[src/assert_macros.svh]
// assertion macros shared by the rtc calendar counter rtl
// no dependencies; included by files that carry concurrent checks
`ifndef ASSERT_MACROS_SVH
`define ASSERT_MACROS_SVH

// condition holds at every clock edge outside reset
`define ASSERT_ALWAYS(label, clk, rst, cond, msg) \
   label: assert property (@(posedge clk) disable iff (rst) (cond)) else $error(msg);

// consequent holds in the same cycle as the antecedent
`define ASSERT_IMPLIES(label, clk, rst, ante, cons, msg) \
   label: assert property (@(posedge clk) disable iff (rst) (ante) |-> (cons)) else $error(msg);

// consequent holds in the cycle after the antecedent
`define ASSERT_NEXT(label, clk, rst, ante, cons, msg) \
   label: assert property (@(posedge clk) disable iff (rst) (ante) |=> (cons)) else $error(msg);

`endif

[src/rtc_pkg.sv]
// types, codes and helper functions for the rtc calendar counter
// no dependencies; imported by every rtc module
package rtc_pkg;

   // operation codes
   localparam logic OP_TICK = 1'b0;
   localparam logic OP_LOAD = 1'b1;

   // configuration register indexes
   localparam int CsrIndexWidth = 1;
   localparam logic [CsrIndexWidth-1:0] CSR_BCD_MODE     = 1'd0;
   localparam logic [CsrIndexWidth-1:0] CSR_TWELVE_HOUR  = 1'd1;

   // field limits
   localparam logic [7:0] SEC_MAX     = 8'd59;
   localparam logic [7:0] MIN_MAX     = 8'd59;
   localparam logic [7:0] HOUR_MAX    = 8'd23;
   localparam logic [7:0] WEEKDAY_MAX = 8'd7;
   localparam logic [7:0] DAY_MAX     = 8'd31;
   localparam logic [7:0] MONTH_MAX   = 8'd12;
   localparam logic [7:0] YEAR_MAX    = 8'd99;
   localparam logic [7:0] NOON        = 8'd12;

   typedef struct packed {
      logic bcd_mode;
      logic twelve_hour_mode;
   } cfg_type;

   typedef struct packed {
      logic [7:0] second;
      logic [7:0] minute;
      logic [7:0] hour;
      logic [7:0] weekday;
      logic [7:0] day;
      logic [7:0] month;
      logic [7:0] year;
      logic [7:0] century;
   } raw_type;

   typedef struct packed {
      logic [5:0] second;
      logic [5:0] minute;
      logic [4:0] hour;
      logic [2:0] weekday;
      logic [4:0] day;
      logic [3:0] month;
      logic [6:0] year;
      logic [6:0] century;
   } time_type;

   // in bcd mode low nibble plus ten times high nibble, nibbles above nine kept as is; else b as is
   function automatic logic [7:0] decode_byte(input logic [7:0] b, input logic bcd);
      logic [7:0] hi;
      hi = {4'b0000, b[7:4]};
      if (bcd) begin
         return (hi << 3) + (hi << 1) + {4'b0000, b[3:0]};
      end
      return b;
   endfunction

   // saturate to the inclusive range lo..hi
   function automatic logic [7:0] clamp(input logic [7:0] v, input logic [7:0] lo,
                                        input logic [7:0] hi);
      if (v < lo) begin
         return lo;
      end
      if (v > hi) begin
         return hi;
      end
      return v;
   endfunction

endpackage

[src/rtc_load_decode.sv]
// load path: raw clock-chip bytes to a saturated binary calendar time
// depends on rtc_pkg
module rtc_load_decode import rtc_pkg::*; (
   input  raw_type  raw,
   input  cfg_type  cfg,
   output time_type loaded
);

   logic [7:0] hour_byte;
   logic [7:0] hour_dec;
   logic [7:0] hour_24;
   logic       pm;

   // pm flag sits in bit 7 only in twelve-hour mode
   assign pm        = cfg.twelve_hour_mode & raw.hour[7];
   assign hour_byte = cfg.twelve_hour_mode ? {1'b0, raw.hour[6:0]} : raw.hour;
   assign hour_dec  = decode_byte(hour_byte, cfg.bcd_mode);

   // twelve o'clock counts as zero, pm adds twelve
   always_comb begin
      hour_24 = hour_dec;
      if (cfg.twelve_hour_mode) begin
         if (hour_dec == NOON) begin
            hour_24 = 8'd0;
         end
         if (pm) begin
            hour_24 = hour_24 + NOON;
         end
      end
   end

   // decode and saturate every field
   always_comb begin
      logic [7:0] sec_v;
      logic [7:0] min_v;
      logic [7:0] hour_v;
      logic [7:0] wday_v;
      logic [7:0] day_v;
      logic [7:0] mon_v;
      logic [7:0] year_v;
      logic [7:0] cent_v;
      sec_v  = clamp(decode_byte(raw.second, cfg.bcd_mode), 8'd0, SEC_MAX);
      min_v  = clamp(decode_byte(raw.minute, cfg.bcd_mode), 8'd0, MIN_MAX);
      hour_v = clamp(hour_24, 8'd0, HOUR_MAX);
      wday_v = clamp(decode_byte(raw.weekday, cfg.bcd_mode), 8'd1, WEEKDAY_MAX);
      day_v  = clamp(decode_byte(raw.day, cfg.bcd_mode), 8'd1, DAY_MAX);
      mon_v  = clamp(decode_byte(raw.month, cfg.bcd_mode), 8'd1, MONTH_MAX);
      year_v = clamp(decode_byte(raw.year, cfg.bcd_mode), 8'd0, YEAR_MAX);
      cent_v = clamp(decode_byte(raw.century, cfg.bcd_mode), 8'd0, YEAR_MAX);
      loaded.second  = sec_v[5:0];
      loaded.minute  = min_v[5:0];
      loaded.hour    = hour_v[4:0];
      loaded.weekday = wday_v[2:0];
      loaded.day     = day_v[4:0];
      loaded.month   = mon_v[3:0];
      loaded.year    = year_v[6:0];
      loaded.century = cent_v[6:0];
   end

endmodule

[src/rtc_tick_advance.sv]
// one-second advance of the calendar cascade, 31-day months
// depends on rtc_pkg
module rtc_tick_advance import rtc_pkg::*; (
   input  time_type cur,
   output time_type nxt
);

   logic sec_wrap;
   logic min_wrap;
   logic hour_wrap;
   logic day_wrap;
   logic month_wrap;
   logic year_wrap;

   // carry conditions along the cascade
   assign sec_wrap   = ({2'b00, cur.second} >= SEC_MAX);
   assign min_wrap   = sec_wrap & ({2'b00, cur.minute} >= MIN_MAX);
   assign hour_wrap  = min_wrap & ({3'b000, cur.hour} >= HOUR_MAX);
   assign day_wrap   = hour_wrap & ({3'b000, cur.day} >= DAY_MAX);
   assign month_wrap = day_wrap & ({4'b0000, cur.month} >= MONTH_MAX);
   assign year_wrap  = month_wrap & ({1'b0, cur.year} >= YEAR_MAX);

   always_comb begin
      nxt = cur;
      nxt.second = sec_wrap ? 6'd0 : cur.second + 6'd1;
      if (sec_wrap) begin
         nxt.minute = min_wrap ? 6'd0 : cur.minute + 6'd1;
      end
      if (min_wrap) begin
         nxt.hour = hour_wrap ? 5'd0 : cur.hour + 5'd1;
      end
      // weekday and day step together at midnight
      if (hour_wrap) begin
         nxt.weekday = ({5'b00000, cur.weekday} >= WEEKDAY_MAX) ? 3'd1 : cur.weekday + 3'd1;
         nxt.day     = day_wrap ? 5'd1 : cur.day + 5'd1;
      end
      if (day_wrap) begin
         nxt.month = month_wrap ? 4'd1 : cur.month + 4'd1;
      end
      if (month_wrap) begin
         nxt.year = year_wrap ? 7'd0 : cur.year + 7'd1;
      end
      if (year_wrap) begin
         nxt.century = ({1'b0, cur.century} >= YEAR_MAX) ? 7'd0 : cur.century + 7'd1;
      end
   end

endmodule

[src/rtc_calendar_time_counter_core.sv]
// an accepted word enters the input register, then the time register holds its result word
// throughput: one word per cycle unless stalled; the input and time registers form the pipe
// the time register is also the result register and holds while the result is stalled
// reset: time goes to 00:00:00, weekday 1, day 1, month 1, year 0, century 0,
// bcd decoding on and 24-hour mode
// top level of the rtc calendar counter; depends on rtc_pkg, rtc_load_decode,
// rtc_tick_advance and assert_macros.svh
`include "assert_macros.svh"
module rtc_calendar_time_counter_core import rtc_pkg::*; (
   input  logic                     clock,
   input  logic                     reset,
   // configuration
   input  logic                     csr_write_enable,
   input  logic [CsrIndexWidth-1:0] csr_index,
   input  logic                     csr_write_data,
   // request channel
   input  logic                     req_valid,
   output logic                     req_stall,
   input  logic                     req_operation,
   input  logic [7:0]               req_raw_second,
   input  logic [7:0]               req_raw_minute,
   input  logic [7:0]               req_raw_hour,
   input  logic [7:0]               req_raw_weekday,
   input  logic [7:0]               req_raw_day,
   input  logic [7:0]               req_raw_month,
   input  logic [7:0]               req_raw_year,
   input  logic [7:0]               req_raw_century,
   // response channel
   output logic                     rsp_valid,
   input  logic                     rsp_stall,
   output logic [5:0]               rsp_second,
   output logic [5:0]               rsp_minute,
   output logic [4:0]               rsp_hour,
   output logic [2:0]               rsp_weekday,
   output logic [4:0]               rsp_day,
   output logic [3:0]               rsp_month,
   output logic [6:0]               rsp_year,
   output logic [6:0]               rsp_century
);

   cfg_type  cfg_ff, cfg_in;
   logic     s1_valid_ff, s1_valid_in;
   logic     s1_op_ff;
   raw_type  s1_raw_ff;
   logic     rsp_valid_ff, rsp_valid_in;
   time_type time_ff, time_in;
   time_type loaded;
   time_type ticked;
   logic     req_accept;
   logic     advance;
   logic     move;
   logic     time_ok;

   // configuration registers
   always_comb begin
      cfg_in = cfg_ff;
      if (csr_write_enable) begin
         case (csr_index)
            CSR_BCD_MODE:    cfg_in.bcd_mode = csr_write_data;
            CSR_TWELVE_HOUR: cfg_in.twelve_hour_mode = csr_write_data;
            default:         cfg_in = cfg_ff;
         endcase
      end
   end

   always_ff @(posedge clock) begin
      if (reset) begin
         cfg_ff.bcd_mode         <= 1'b1;
         cfg_ff.twelve_hour_mode <= 1'b0;
      end else begin
         cfg_ff <= cfg_in;
      end
   end

   // pipe control
   assign advance     = !rsp_valid_ff || !rsp_stall;
   assign move        = s1_valid_ff && advance;
   assign req_stall   = s1_valid_ff && !advance;
   assign req_accept  = req_valid && !req_stall;
   assign s1_valid_in = req_accept || (s1_valid_ff && !advance);
   assign rsp_valid_in = advance ? s1_valid_ff : rsp_valid_ff;

   always_ff @(posedge clock) begin
      if (reset) begin
         s1_valid_ff  <= 1'b0;
         rsp_valid_ff <= 1'b0;
      end else begin
         s1_valid_ff  <= s1_valid_in;
         rsp_valid_ff <= rsp_valid_in;
      end
   end

   // input register
   always_ff @(posedge clock) begin
      if (req_accept) begin
         s1_op_ff          <= req_operation;
         s1_raw_ff.second  <= req_raw_second;
         s1_raw_ff.minute  <= req_raw_minute;
         s1_raw_ff.hour    <= req_raw_hour;
         s1_raw_ff.weekday <= req_raw_weekday;
         s1_raw_ff.day     <= req_raw_day;
         s1_raw_ff.month   <= req_raw_month;
         s1_raw_ff.year    <= req_raw_year;
         s1_raw_ff.century <= req_raw_century;
      end
   end

   // next time from either path
   rtc_load_decode u_load (
      .raw    (s1_raw_ff),
      .cfg    (cfg_ff),
      .loaded (loaded)
   );

   rtc_tick_advance u_tick (
      .cur (time_ff),
      .nxt (ticked)
   );

   always_comb begin
      time_in = time_ff;
      if (move) begin
         time_in = (s1_op_ff == OP_LOAD) ? loaded : ticked;
      end
   end

   // calendar time, doubles as the result register
   always_ff @(posedge clock) begin
      if (reset) begin
         time_ff.second  <= 6'd0;
         time_ff.minute  <= 6'd0;
         time_ff.hour    <= 5'd0;
         time_ff.weekday <= 3'd1;
         time_ff.day     <= 5'd1;
         time_ff.month   <= 4'd1;
         time_ff.year    <= 7'd0;
         time_ff.century <= 7'd0;
      end else begin
         time_ff <= time_in;
      end
   end

   // outputs
   assign rsp_valid   = rsp_valid_ff;
   assign rsp_second  = time_ff.second;
   assign rsp_minute  = time_ff.minute;
   assign rsp_hour    = time_ff.hour;
   assign rsp_weekday = time_ff.weekday;
   assign rsp_day     = time_ff.day;
   assign rsp_month   = time_ff.month;
   assign rsp_year    = time_ff.year;
   assign rsp_century = time_ff.century;

   // every field inside its range
   assign time_ok = (time_ff.second <= 6'd59) && (time_ff.minute <= 6'd59) &&
                    (time_ff.hour <= 5'd23) && (time_ff.weekday != 3'd0) &&
                    (time_ff.day != 5'd0) && (time_ff.month != 4'd0) &&
                    (time_ff.month <= 4'd12) && (time_ff.year <= 7'd99) &&
                    (time_ff.century <= 7'd99);

   // checks
   `ASSERT_ALWAYS(a_time_in_range, clock, reset, time_ok, "calendar time out of range")
   `ASSERT_IMPLIES(a_stall_only_when_full, clock, reset, req_stall,
                   s1_valid_ff && rsp_valid_ff, "request stalled with room in the pipe")
   `ASSERT_NEXT(a_tick_increments_second, clock, reset,
                move && (s1_op_ff == OP_TICK) && (time_ff.second != 6'd59),
                (time_ff.second == $past(time_ff.second) + 6'd1) &&
                (time_ff.minute == $past(time_ff.minute)), "tick did not advance seconds")
   `ASSERT_NEXT(a_time_holds_when_idle, clock, reset, !move, $stable(time_ff),
                "time changed without an item")

endmodule

[config.mk]
export PLATFORM = sky130hd
export DESIGN_NAME = rtc_calendar_time_counter_core
export DESIGN_NICKNAME = d
export VERILOG_FILES = /design/src/rtc_pkg.sv /design/src/rtc_load_decode.sv /design/src/rtc_tick_advance.sv /design/src/rtc_calendar_time_counter_core.sv
export VERILOG_INCLUDE_DIRS = /design/src /design/src/src
export SDC_FILE = /design/constraint.sdc
export NUM_CORES = 1
export LEC_CHECK = 0
export BUFFER_PORTS_ARGS = -buffer_cell sky130_fd_sc_hd__buf_4
export CORE_MARGIN = 2
export CORE_UTILIZATION = 50
export CTS_CLUSTER_DIAMETER = 60
export DETAILED_ROUTE_END_ITERATION = 8
export GPL_ROUTABILITY_DRIVEN = 0
export GPL_TIMING_DRIVEN = 0
export PLACE_DENSITY_LB_ADDON = 0.15
export SETUP_SLACK_MARGIN = 0.05
export SYNTH_ARGS = -nofsm -noshare
export SYNTH_HDL_FRONTEND = slang
export SYNTH_SLANG_ARGS = --single-unit
[constraint.sdc]
create_clock -name clock -period 4.47 [get_ports clock]
set_input_delay 0.2235 -clock clock [delete_from_list [all_inputs] [get_ports clock]]
set_output_delay 0.2235 -clock clock [all_outputs]
set_load 0.005 [all_outputs]
==> reports/qor.txt <==
Result of the run -> finished, final reports clean
Cell Chain, Critical Path -> buf_2 > buf_1 > clkbuf_1 > clkbuf_1 > nor2_1 > a2111oi_0 > nand3_1 > nand3_1
Final hold vios -> 0
Synth Warn # -> 0
First-pass GRT wire length -> 34.3 mm
Area contributors post-synth -> edfxtp_1 (26%), dfxtp_1 (12%), ha_1 (11%)
Hold wc startpoint -> req_raw_year[2]
Final period util -> 0.778
Largest net degree at the start of global routing -> 39
Initial Util -> 0.515
CP Max Fanout -> 10
RSZ-0062 raised after global routing -> no
Worst hold path depth -> 1
CP max stage cell -> buf_1
Layout area overhead -> 18.7%
Worst EP arrival -> 3.79 ns
Clock latency on the worst-skew pair -> 0.36 ns
Cells after Synth -> 778
Via count -> 7006
Fin. max-slew vios -> 0
Worst hold endpoint -> s1_raw_ff[10]
Largest area contributor in the netlist -> edfxtp_1
Fin crit period -> 3.48 ns
ANT cells -> 0
Worst setup SP type -> flop
Std-Cell Rows -> 44
Worst reg-to-reg setup slack -> 0.99 ns
Vias per cell -> 6.40
Top-area cell type share of the netlist area -> 0.259
Pwr/cell area -> 301 mW/mm^2
Post-synthesis register bit count -> 112
Share of flip-flops with an asynchronous set or reset -> 0
I/O Pins -> 117
ANT nets after route -> 0
Drt drc -> 0
P_leak -> 0.00369 uW
Worst R2R Path Depth -> 8
Drt first-iter violations -> 658
Post-detail-place hpwl -> 15.9 mm
Clock Pin Slew Worst Setup and Hold Paths -> 0.08 ns
Commonest non-fill, non-tap cell in the layout -> buf_4
Cell Area, Synth -> 0.00754 sq mm
CP peak stage delay -> 0.75 ns
EDFF count, synth -> 65
Hold Path Class -> primary input to flop
Worst R2R End -> rsp_year[3]
Chip width -> 127 um
H-tree depth -> 3
Number of hold buffers added after cts -> 0
Max Cap Viol -> 0
Global Route Usage Sum -> 0.267
Number of global-route vias before repair -> 6892
Share of layout cells above drive strength 1 -> 0.173
Worst Path Required -> 4.78 ns
Resized cells post-CTS -> 0
DR pass1 iterations -> 5
Longest Clk Path Bufs -> 2
Register area share after synthesis -> 0.384
Final WL -> 21.3 mm
Post-Syn Nets -> 932
Yosys cell types -> 77
Initial antenna violation count -> 0
Final setup fails -> 0
Dpl cells -> 1079
Root Driver -> clkbuf_16
Top_reg_cell synth -> edfxtp_1
CTS Buf Count -> 9
Worst setup path class -> flop to flop
Max transition margin -> 0.361
Total core area -> 0.0146 sq mm
Max Freq -> 287 MHz
Buffers on Ports -> 116
Crit. End Element -> flop
Layout Nets -> 1060
Post-route clock skew -> 0.00920 ns
Slew at the pin with the worst max-slew slack -> 0.959 ns
CTS tree -> done
Worst VDD drop -> 0.213 mV
Crit Reg-Reg Startpoint -> cfg_ff[1]
Most frequent cells in the layout -> buf_4 (116), ha_1 (66), edfxtp_1 (65)
Mapped Avg Cell Area -> 9.69 sq um
Die Span Y -> 127 um
Wire per inst -> 19.5 um
GRT Residual Overflow -> 0
Num Clock Sinks -> 112
Post-Layout Cell Count -> 1095
Design Power -> 2700 uW
Setup Buffers After CTS -> 0
Die ar. -> 0.0161 sq mm
## worst max-delay path, delay by kind of cell (launching register included)
kind / cells / cell delay, ns
flops: 1 / 0.40
buf+inv: 4 / 2.33
simple gates: 3 / 0.33
compound gates: 1 / 0.35
## sequential cells by signal, indices dropped and copies added, names as in the netlist, 2 cells and up
register     count
rsp_century      7
s1_raw_ff       64
rsp_day          5
rsp_month        4
rsp_second       6
rsp_year         7
rsp_weekday      3
cfg_ff           2
rsp_hour         5
rsp_minute       6
## how the worst max path moves through the flow
| stage | start | cells after the start | slack, ns | to |
|---|---|---|---|---|
| after floorplan | rsp_valid | 2 | 0.53 | s1_op_ff |
| after global placement | rsp_stall | 3 | -0.68 | s1_raw_ff[16] |
| after detailed placement | cfg_ff[1] | 8 | 1.09 | rsp_year[3] |
| after CTS | cfg_ff[1] | 8 | 1.08 | rsp_year[3] |
| after global routing | cfg_ff[1] | 8 | 0.80 | rsp_year[3] |
| final | cfg_ff[1] | 8 | 0.99 | rsp_year[3] |
## synth_stat cells, drive strengths merged, types with 5 or more instances
library cell / number
clkbuf: 20
a211o: 7
nand4: 7
nand3: 28
mux2: 7
nor4: 13
a21oi: 49
a31oi: 23
dfxtp: 47
o31ai: 6
buf: 9
o211ai: 6
edfxtp: 65
fa: 16
or3: 7
inv: 40
mux2i: 17
o21ai: 46
a2111oi: 5
xnor2: 10
nor3: 23
a211oi: 14
nand2: 55
ha: 66
nor2: 46
nor2b: 16
a21o: 13
and3: 15
o41ai: 5
o21a: 10
nand2b: 9
## metrics by stage
stage | setup WS, ns | TNS, ns | cell area [sq um] | util | hold WS (ns)
after detailed placement | 1.09 | 0 | 8670 | 0.592 | 0.403
after global placement | -0.678 | -43.47 | 8640 | 0.590 | 0.401
after global routing | 0.799 | 0 | 8950 | 0.611 | 0.0122
after floorplan | 0.533 | 0 | 7540 | - | 0.322
after CTS | 1.08 | 0 | 8950 | 0.611 | 0.0233
final | 0.990 | 0 | 8950 | 0.611 | 0.0269
## cell families after synthesis
group	share of synthesized area
buf+inv	0.0375
xor+xnor	0.0151
compound gates	0.216
simple gates	0.163
flops	0.384
fa+ha+maj	0.152
mux	0.0330
## routing by layer
metal  track usage  share of wire  vias to the layer above  routed length (um)
li1              -              -                     3244                   -
met1         0.344           0.42                     3391                8840
met2         0.453           0.49                      327               10500
met3        0.0510          0.072                       44                1540
met4        0.0944          0.022                        0                 470
met5             0              0                        -                   0
## report_power, final
part	switching, uW	internal (uW)
logic	367	304
clock network	407	389
registers	72.7	1160
total	846	1850
## final cells by class
cell class                      instances  area, sq um
Timing Repair Buffer                  117          891
Inverter                               42          158
Fill cell                            1263         5690
Tap cell                              184          230
Buffer                                 29          125
Clock buffer                           10          229
Multi-Input combinational cell        595         4370
Sequential cell                       112         2890
Clock inverter                          6         55.1
Power figures use the tool's default switching activity.
